### src/sv/tewu_pkg.sv
package tewu_pkg;

  localparam int TABLE_DEPTH = 32;
  localparam int IDX_W = (TABLE_DEPTH > 1) ? $clog2(TABLE_DEPTH) : 1;
  localparam int CNT_W = $clog2(TABLE_DEPTH + 1);
  localparam int POS_W = 18;

  typedef enum logic [1:0] {
    KIND_ADD   = 2'd0,
    KIND_CLEAR = 2'd1,
    KIND_QUERY = 2'd2
  } kind_t;

  typedef enum logic [1:0] {
    ST_IDLE,
    ST_SETUP,
    ST_SCAN,
    ST_FINISH
  } state_t;

  typedef struct packed {
    logic [15:0] frame;
    logic [15:0] tag;
    logic [31:0] payload;
  } entry_t;

  typedef struct packed {
    logic   ins;
    logic   rot;
  } cell_ctrl_t;

  typedef struct packed {
    logic   has_event;
    entry_t ev;
    logic   accepted;
    logic   final_res;
  } result_t;

endpackage

### src/sv/tewu_cell.sv
module tewu_cell (
  input  logic                clk,
  input  tewu_pkg::cell_ctrl_t ctrl,
  input  logic                live,
  input  logic                at_end,
  input  tewu_pkg::entry_t    new_entry,
  input  tewu_pkg::entry_t    left_entry,
  input  logic                left_gt,
  input  tewu_pkg::entry_t    right_entry,
  output tewu_pkg::entry_t    entry,
  output logic                gt
);
  import tewu_pkg::*;

  entry_t entry_r;
  entry_t entry_nxt;

  assign entry = entry_r;
  assign gt    = live && (entry_r.frame > new_entry.frame);

  always_comb begin
    entry_nxt = entry_r;
    if (ctrl.rot) begin
      entry_nxt = right_entry;
    end else if (ctrl.ins) begin
      // later entries move one cell up, the new one lands after equal frames
      if (left_gt) begin
        entry_nxt = left_entry;
      end else if (gt || at_end) begin
        entry_nxt = new_entry;
      end
    end
  end

  always_ff @(posedge clk) begin
    entry_r <= entry_nxt;
  end

endmodule

### config.mk
export PLATFORM = sky130hd
export DESIGN_NAME = tewu_cell
export DESIGN_NICKNAME = d
export VERILOG_FILES = /design/src/sv/tewu_pkg.sv /design/src/sv/tewu_cell.sv
export SDC_FILE = /design/constraint.sdc
export NUM_CORES = 1
export LEC_CHECK = 0
export BUFFER_PORTS_ARGS = -buffer_cell sky130_fd_sc_hd__clkbuf_2
export CAP_MARGIN = 20
export CORE_AREA = 2 2 102 104
export DETAILED_ROUTE_END_ITERATION = 7
export DIE_AREA = 0 0 104 106
export PLACE_DENSITY_LB_ADDON = 0.25
export SYNTH_ARGS = -nofsm -noshare
export SYNTH_HDL_FRONTEND = slang
export SYNTH_SLANG_ARGS = --single-unit
export TNS_END_PERCENT = 5
### constraint.sdc
create_clock -name clk -period 5 [get_ports clk]
set_input_delay 1 -clock clk [delete_from_list [all_inputs] [get_ports clk]]
set_output_delay 1 -clock clk [all_outputs]
set_load 0.1 [all_outputs]
==> results.json, run 1 <==
{
  "place.gp.congestion": 0.810,
  "synthArstFlopShare_pct": 0,
  "place_worst_setup_slack_ns": 1.28,
  "insertion_delay_ns": 0.33,
  "use_met2_pct": 33.7,
  "post-place-cells": 716,
  "grt_usage_pct": 18.2,
  "layout_common_cells": "260 x clkbuf_2, 67 x nand2_1, 67 x o21ai_0",
  "p_switching_w": 0.000766,
  "yosys.area_share.simple_pct": 8.23,
  "synthXorXnorAreaFrac_pct": 0,
  "ant_nets": 0,
  "drive_gt1_share_pct": 47.7,
  "fillers": 962,
  "p_int_w": 0.00104,
  "grt_pass1_vias": 3482,
  "switching_share_pct": 42.3,
  "clkSlewWorstSetupHoldPaths_ns": 0.07,
  "cts_tree": "done",
  "worstReg2RegStart": "entry[63]$_DFFE_PP_",
  "powerDensity_mw_per_mm2": 343,
  "synth.distinct_cells": 21,
  "syn_area_per_cell_um2": 10.9,
  "synthMuxAreaShare_pct": 17.5,
  "critPathRequiredTime_ns": 4.00,
  "synth_flop_cell": "edfxtp_1",
  "netlist_instances": 336,
  "outcome": "completed",
  "max-cap-violations": 0,
  "finalNonFillerCells": 732,
  "grt_max_degree": 75,
  "cts_resized": 0,
  "syn-num-nets": 550,
  "cts_setup_buffers": 0,
  "dieArea_mm2": 0.0110,
  "critPathLaunch": "new_entry[63]",
  "top_usage_layer": "met2",
  "synth_top_family_by_area": "multiplexers",
  "max-vdd-ir-drop_uv": 145,
  "final_common_cell": "clkbuf_2",
  "grt_pass1_wl_um": 16000,
  "num_vias": 3401,
  "htreeDepth": 3,
  "diodes": 0,
  "max_slew.worst_pin.slew_ns": 0.736,
  "avgViaCountPerCell": 4.65,
  "slew_headroom_pct": 50.9,
  "gr-total-overflow": 0,
  "crit_arrival_ns": 2.72,
  "synth_area_mm2": 0.00366,
  "worst_setup_path_end_kind": "output port",
  "dp_hpwl_um": 7960,
  "met3_usage_pct": 4.66,
  "synth_compound_area_share_pct": 12.3,
  "ios": 263,
  "finalSetupTns_ns": 0,
  "area_growth_syn_to_layout_pct": 44.1,
  "final_max_slew_viol_count": 0,
  "synth-edff-count": 64,
  "crit_path_max_fanout": 4,
  "finalSetupViolations": 0,
  "grt_antenna_before_repair": 0,
  "path_class": "in -> out",
  "dieWidth_um": 104,
  "max_clock_freq_ghz": 0.269,
  "finalClockSkew_ns": 0.00763,
  "drc": 0,
  "synth_adder_area_share_pct": 5.47,
  "clkPwrFrac_pct": 22.9,
  "start_kind": "input pin",
  "rows": 37,
  "hold_viol_final": 0,
  "hp-start": "right_entry[29]",
  "initial_core_util_pct": 36.6,
  "cts_buffers": 9,
  "yosys.area.top_type": "edfxtp_1",
  "num-nets-final": 805,
  "synth_top_cell_area_share_pct": 52.5,
  "clk_path_buf_depth": 2,
  "first_pass_iters": 5,
  "io_buffer_count": 262,
  "ctsHoldBuffers": 0,
  "min_period_ns": 3.72,
  "drt-initial-drc-count": 113,
  "use_met1_pct": 19.9,
  "synth_warnings": 0,
  "core_area_mm2": 0.0100,
  "synth-seq-cells": 64,
  "largest_reg_flops": 64,
  "synthTopCellsByArea": "edfxtp_1 52%, mux2i_1 17%, o21ai_0 9.2%",
  "die_h_um": 106,
  "power.leakage_nw": 2.73,
  "ys_seq_area_share_pct": 52.5,
  "routedWlPerCell_um": 13.5,
  "seqPwrFrac_pct": 37.8,
  "cts_sinks": 64,
  "wl_um": 9880,
  "holdCritPathClass": "in -> reg",
  "p_comb_share_pct": 39.3,
  "grt_setup_unrepaired": "no",
  "period_share_pct": 74.5,
  "timing.final.ws_setup_ns": 1.28,
  "root_buffer": "clkbuf_8"
}
-- layer usage --
metal	routed length (um)	vias up
li1	-	1728
met1	3790	1511
met2	5240	149
met3	713	13
met4	140	0
met5	0	-
-- layout make-up --
class,count,area (um^2),share of cell area (%)
clock buffers,12,135,2.56
clock inverters,4,45.0,0.853
inverters,16,60.1,1.14
multi-input cells,235,1590,30.2
flip-flops and latches,64,1920,36.4
well taps,136,170,3.22
repair buffers,265,1350,25.6
-- cell usage after synthesis (3+ instances only) --
library cell and instances:
buf_2 7, nand4_1 3, nand2_1 67, ha_1 16, mux2i_1 64, a21oi_1 7, o21ai_0 67, inv_1 16
clkbuf_1 14, edfxtp_1 64
-- cells by family (layout without fill, tap and decap cells) --
group,after synthesis,in the layout
flip-flops,64,64
adder cells (fa/ha/maj),16,16
AO/OA/AOI/OAI,81,81
AND/OR/NAND/NOR,74,74
buffers and inverters,37,297
multiplexers,64,64
-- path summary, 6_finish.rpt --
kind / cells past startpoint / slack [ns] / end
worst max-delay path: 7 / 1.28 / gt
worst min-delay path: 3 / 0.94 / entry[29]$_DFFE_PP_
worst max register to register: 6 / 2.18 / entry[57]$_DFFE_PP_
worst min register to register: 5 / 1.81 / entry[54]$_DFFE_PP_
-- critical path, cell delays in order --
cell      delay, ns
clkbuf_2       0.09
inv_1          0.04
ha_1           0.32
nand4_2        0.18
a2111o_1       0.44
a31oi_2        0.16
clkbuf_2       0.49
-- stage by stage --
stage / instance area, um^2 / hold slack, ns / util (%) / total power (W)
floorplan: 3660 / 1.19 / - / 0.00124
global placement: 5100 / 1.28 / 51.0 / 0.00140
detailed placement: 5100 / 1.28 / 51.0 / 0.00141
CTS: 5280 / 0.919 / 52.8 / 0.00183
global route: 5280 / 0.939 / 52.8 / 0.00189
finish: 5280 / 0.941 / 52.8 / 0.00181
-- power groups by stage --
stage                     logic (W)  registers, W  clock network (W)
after detailed placement   0.000717      0.000696                  0
after floorplan            0.000135       0.00111                  0
after global routing       0.000749      0.000690           0.000454
final                      0.000711      0.000684           0.000414
after CTS                  0.000718      0.000685           0.000430
after global placement     0.000708      0.000692                  0
Note: power is estimated with default switching activity, not from simulation.
==> inputs of run 2 (changes only) <==
--- a/config.mk
+++ b/config.mk
@@ -7,9 +7,8 @@
 export LEC_CHECK = 0
 export BUFFER_PORTS_ARGS = -buffer_cell sky130_fd_sc_hd__clkbuf_2
 export CAP_MARGIN = 20
-export CORE_AREA = 2 2 102 104
+export CORE_UTILIZATION = 37
 export DETAILED_ROUTE_END_ITERATION = 7
-export DIE_AREA = 0 0 104 106
 export PLACE_DENSITY_LB_ADDON = 0.25
 export SYNTH_ARGS = -nofsm -noshare
 export SYNTH_HDL_FRONTEND = slang
==> constraint.sdc (replaced) <==
create_clock -name clk -period 3.1 [get_ports clk]
set_input_delay 0.62 -clock clk [delete_from_list [all_inputs] [get_ports clk]]
set_output_delay 0.62 -clock clk [all_outputs]
set_load 0.1 [all_outputs]
==> run 2 against run 1 <==
  * Flip-flop and latch count unchanged
  * Routed wire length up 7.4%
  * Cell count fell by 0.68%
  * Power is 69% higher
  * Combinational power grew 65%
  * Sequential share of layout area is 0.73 points lower
  * Die area shrank 6.6%
  * Clock skew rose by 0.0051 ns
  * Clock-buffer cell count decreased by 1
  * Register-to-register slack worse by 1.5 ns
  * Critical path depth shrank 2
  * Hold slack got worse by 0.38 ns
  * Largest power group unchanged
==> results.json, run 2 (synthesis results as in run 1) <==
{
  "outcome": "completed",
  "initial_core_util_pct": 38.9,
  "final_max_slew_viol_count": 0,
  "top_usage_layer": "met2",
  "fin_hold_ws_ns": 0.556,
  "grt_pass1_vias": 3399,
  "first_pass_iters": 4,
  "crit_buf_inv": 1,
  "r2r_end": "entry[32]$_DFFE_PP_",
  "fin_area_mm2": 0.00539,
  "period_share_pct": 87.9,
  "cts_buffers": 9,
  "worstReg2RegStart": "entry[63]$_DFFE_PP_",
  "met3_usage_pct": 7.11,
  "gr-total-overflow": 0,
  "worst_setup_path_end_kind": "output port",
  "wl_um": 10600,
  "cp_top_family": "compound AO/OA/AOI/OAI gates",
  "crit_path_max_fanout": 4,
  "crit_arrival_ns": 2.11,
  "cts_resized": 0,
  "num_vias": 3492,
  "ant_nets": 0,
  "area_growth_syn_to_layout_pct": 47.0,
  "place_worst_setup_slack_ns": 0.294,
  "max_clock_freq_ghz": 0.367,
  "critical_path.cell_chain": "ha_4, nand4_2, a2111o_1, a31oi_4, buf_12",
  "place.gp.congestion": 0.815,
  "power.leakage_nw": 2.76,
  "grt_setup_unrepaired": "no",
  "finalClockSkew_ns": 0.0127,
  "die_h_um": 101,
  "slew_headroom_pct": 61.9,
  "reg2reg_depth": 6,
  "hold_end": "entry[13]$_DFFE_PP_",
  "dieArea_mm2": 0.0103,
  "powerDensity_mw_per_mm2": 567,
  "hp-start": "right_entry[13]",
  "cts_setup_buffers": 0,
  "root_buffer": "clkbuf_8",
  "dieWidth_um": 101,
  "path_class": "reg -> out",
  "max-cap-violations": 0,
  "dpl-instance-area_mm2": 0.00517,
  "clkSlewWorstSetupHoldPaths_ns": 0.08,
  "avgViaCountPerCell": 4.80,
  "min_period_ns": 2.73,
  "core_area_mm2": 0.00942,
  "diodes": 0,
  "drt-initial-drc-count": 70,
  "cts_tree": "done",
  "slowest_delay_ns": 0.46,
  "post-route-util_pct": 57.2,
  "drc": 0,
  "holdCritPathClass": "in -> reg",
  "num-nets-final": 807,
  "final_common_cell": "clkbuf_2",
  "ctsHoldBuffers": 0,
  "max-vdd-ir-drop_uv": 286,
  "start_kind": "register",
  "whs_path_depth": 3,
  "htreeDepth": 3,
  "io_buffer_count": 262,
  "rrSetupSlack_ns": 0.64,
  "clk_path_buf_depth": 2,
  "use_met2_pct": 38.0,
  "dp_hpwl_um": 8480,
  "timing.final.ws_setup_ns": 0.374,
  "grt_antenna_before_repair": 0,
  "finalSetupViolations": 0,
  "critPathRequiredTime_ns": 2.48,
  "grt_usage_pct": 20.3,
  "use_met1_pct": 20.9,
  "ios": 263,
  "insertion_delay_ns": 0.34,
  "grt_max_degree": 65,
  "largest_reg_flops": 64,
  "worst-path-stages": 5,
  "routedWlPerCell_um": 14.6,
  "layout_common_cells": "259 x clkbuf_2, 67 x nand2_1, 67 x o21ai_0",
  "hold_viol_final": 0,
  "max_slew.worst_pin.slew_ns": 0.575,
  "drive_gt1_share_pct": 48.2,
  "rows": 35,
  "grt_pass1_wl_um": 15500,
  "cts_sinks": 64,
  "crit_path_top_delay_cell": "a2111o_1"
}
[run 2: cell count changes in the layout (fill, tap and decap cells not counted), sizes merged]
cell | before | now
clkinv | 3 | 2
clkbuf | 272 | 270
buf | 5 | 8
clkinvlp | 0 | 1
bufinv | 1 | 2
[run 2: how the worst max path moves through the flow]
stage          slack [ns]                start             endpoint
2_1_floorplan       -0.37  entry[49]$_DFFE_PP_   entry[0]$_DFFE_PP_
3_3_place_gp         0.34        new_entry[62]  entry[24]$_DFFE_PP_
3_5_place_dp         0.29        new_entry[62]  entry[30]$_DFFE_PP_
4_1_cts              0.33  entry[63]$_DFFE_PP_                   gt
5_1_grt              0.25  entry[49]$_DFFE_PP_                   gt
6_report             0.37  entry[63]$_DFFE_PP_                   gt
[run 2: layer usage]
metal | up-vias | routed length [um]
li1 | 1735 | -
met1 | 1583 | 4070
met2 | 160 | 5510
met3 | 14 | 813
met4 | 0 | 215
met5 | - | 0
[run 2: cell type report]
| class | count | area (um^2) |
|---|---|---|
| Fill cell | 871 | 4030 |
| Tap cell | 129 | 161 |
| Timing Repair Buffer | 267 | 1410 |
| Sequential cell | 64 | 1920 |
| Clock buffer | 11 | 131 |
| Multi-Input combinational cell | 235 | 1620 |
| Inverter | 16 | 60.1 |
| Clock inverter | 5 | 81.3 |
[run 2: where the power goes]
group,leakage [nW],internal [W],switching [W]
sequential,0.661,0.00107,0.0000338
clock,0.104,0.000454,0.000326
combinational,2.00,0.000260,0.000910
total,2.76,0.00178,0.00127
[run 2: worst reg2reg max path: stages (launching register included)]
cell,delay [ns]
edfxtp_1,0.44
ha_4,0.31
nand4_2,0.17
a2111o_1,0.46
a31oi_4,0.20
a211o_4,0.35
buf_12,0.24
[run 2: stage by stage]
| step | power [W] | instances | TNS [ns] |
|---|---|---|---|
| finish | 0.00305 | 727 | 0 |
| floorplan | 0.00201 | 336 | -23.62 |
| CTS | 0.00308 | 727 | 0 |
| global route | 0.00318 | 727 | 0 |
| detailed placement | 0.00230 | 711 | 0 |
| global placement | 0.00228 | 711 | 0 |
==> inputs of run 3 (changes only) <==
==> constraint.sdc (replaced) <==
create_clock -name clk -period 2.3 [get_ports clk]
set_input_delay 0.46 -clock clk [delete_from_list [all_inputs] [get_ports clk]]
set_output_delay 0.46 -clock clk [all_outputs]
set_load 0.1 [all_outputs]
==> run 3 against run 2 <==
  * The flow now finishes with violations (negative setup slack)
  * Worst setup slack got worse by 0.63 ns
  * Clock-buffer cell count decreased by 1
  * Sequential share of layout area decreased by 0.68 points
  * Register-to-register slack got worse by 0.69 ns
  * Routed wire length decreased by 2.5%
  * Clock power increased by 14%
  * Flip-flop and latch count unchanged
  * First-iteration DRC count decreased by 34%
  * Critical path type unchanged
  * Critical endpoint unchanged
==> results.json, run 3 (synthesis results as in run 1) <==
{
  "hold_viol_final": 0,
  "grt_setup_unrepaired": "yes",
  "min_period_ns": 2.55,
  "grt_max_degree": 62,
  "insertion_delay_ns": 0.33,
  "drt-initial-drc-count": 46,
  "cts_tree": "done",
  "crit_buf_inv": 1,
  "worstReg2RegStart": "entry[61]$_DFFE_PP_",
  "critPathRequiredTime_ns": 1.84,
  "gr-total-overflow": 0,
  "wl_um": 10300,
  "path_class": "reg -> out",
  "ios": 263,
  "root_buffer": "clkbuf_8",
  "power.leakage_nw": 2.83,
  "whs_path_depth": 3,
  "max_clock_freq_ghz": 0.392,
  "layout_common_cells": "259 x clkbuf_2, 67 x nand2_1, 67 x o21ai_0",
  "fillers": 869,
  "finalSetupViolations": 48,
  "slew_headroom_pct": 61.6,
  "final_max_slew_viol_count": 0,
  "violations": "negative setup slack",
  "grt_usage_pct": 19.1,
  "num-nets-final": 816,
  "slowest_delay_ns": 0.46,
  "r2r_end": "entry[19]$_DFFE_PP_",
  "critPathLaunch": "entry[61]$_DFFE_PP_",
  "max-vdd-ir-drop_uv": 341,
  "largest_reg_flops": 64,
  "cts_sinks": 64,
  "diodes": 0,
  "clkSlewWorstSetupHoldPaths_ns": 0.07,
  "finalClockSkew_ns": 0.00805,
  "post-place-cells": 716,
  "avgViaCountPerCell": 4.71,
  "die_h_um": 101,
  "powerDensity_mw_per_mm2": 727,
  "clk_path_buf_depth": 2,
  "area_growth_syn_to_layout_pct": 49.9,
  "num_vias": 3462,
  "first_pass_iters": 4,
  "finalNonFillerCells": 735,
  "dp_hpwl_um": 8300,
  "routedWlPerCell_um": 14.1,
  "worst-path-stages": 5,
  "finalPower_w": 0.00399,
  "drc": 0,
  "hold_end": "entry[9]$_DFFE_PP_",
  "crit_path_top_delay_cell": "a2111o_1",
  "worst_setup_path_end_kind": "output port",
  "final_common_cell": "clkbuf_2",
  "ctsHoldBuffers": 0,
  "grt_pass1_vias": 3225,
  "max_slew.worst_pin.slew_ns": 0.579,
  "place.gp.congestion": 0.827,
  "htreeDepth": 3,
  "holdCritPathClass": "in -> reg",
  "rrSetupSlack_ns": -0.05,
  "grt_pass1_wl_um": 14600,
  "drive_gt1_share_pct": 49.2,
  "crit_arrival_ns": 2.09,
  "timing.final.ws_setup_ns": -0.252,
  "ant_nets": 0,
  "outcome": "finished, violations left",
  "cts_buffers": 9,
  "rows": 35,
  "cp_top_family": "compound AO/OA/AOI/OAI gates",
  "dieWidth_um": 101,
  "max-cap-violations": 0,
  "critical_path.cell_chain": "ha_1, nand4_2, a2111o_1, a31oi_4, buf_12",
  "reg2reg_depth": 6,
  "dieArea_mm2": 0.0103,
  "initial_core_util_pct": 38.9,
  "grt_antenna_before_repair": 0,
  "hp-start": "right_entry[9]",
  "period_share_pct": 111,
  "crit_path_max_fanout": 4,
  "core_area_mm2": 0.00942,
  "io_buffer_count": 262,
  "start_kind": "register"
}
-- run 3: changes by cell type in the layout (fill, tap and decap cells not counted), sizes merged --
cell	before	now
buf	8	14
clkbuf	270	272
clkinv	2	4
bufinv	2	1
clkinvlp	1	0
-- run 3: worst max-delay path by stage --
| stage | to | slack (ns) |
|---|---|---|
| floorplan | entry[0]$_DFFE_PP_ | -1.17 |
| global placement | entry[30]$_DFFE_PP_ | -0.13 |
| detailed placement | entry[19]$_DFFE_PP_ | -0.19 |
| CTS | gt | -0.29 |
| global route | gt | -0.35 |
| finish | gt | -0.25 |
-- run 3: worst min-delay path, cell delays in order --
cell and delay (ns):
clkbuf_2 0.08, nand2_1 0.04, o21ai_0 0.05
-- run 3: final cells by class --
| cell class | instances | area, um^2 | area share, % |
|---|---|---|---|
| Sequential cell | 64 | 1920 | 35.0 |
| Multi-Input combinational cell | 235 | 1640 | 29.9 |
| Timing Repair Buffer | 276 | 1530 | 27.8 |
| Tap cell | 129 | 161 | 2.94 |
| Clock buffer | 10 | 128 | 2.33 |
| Inverter | 16 | 60.1 | 1.09 |
| Clock inverter | 5 | 48.8 | 0.889 |
-- run 3: metal layers --
metal	up-vias	routed length (um)	global-route usage [%]
met5	-	0	0
met4	0	206	8.03
met3	16	783	6.07
met2	154	5250	34.6
met1	1541	4100	20.4
li1	1751	-	-
-- run 3: repair_timing --
item / 4_1_cts / 5_1_grt
setup buffers: 0 / 1
gates resized for setup: 1 / 2
setup endpoints to repair: 7 / 65
pin swaps: 0 / 2
cloned: 0 / 3
-- run 3: metrics by stage --
step                      setup WS [ns]  TNS (ns)  utilization [%]  hold WS, ns  area [um^2]
after floorplan                   -1.17    -75.43                -        0.647         3690
after global placement           -0.127     -7.95             55.3        0.741         5210
after detailed placement         -0.188    -11.99             55.3        0.746         5210
after CTS                        -0.286    -0.286             57.2        0.385         5390
after global routing             -0.353     -6.90             58.3        0.394         5490
final                            -0.252     -1.86             58.3        0.409         5490
-- run 3: power breakdown --
part	internal (W)	switching (W)
Combinational	0.000383	0.00123
Sequential	0.00144	0.0000444
Clock	0.000485	0.000406
Total	0.00231	0.00168
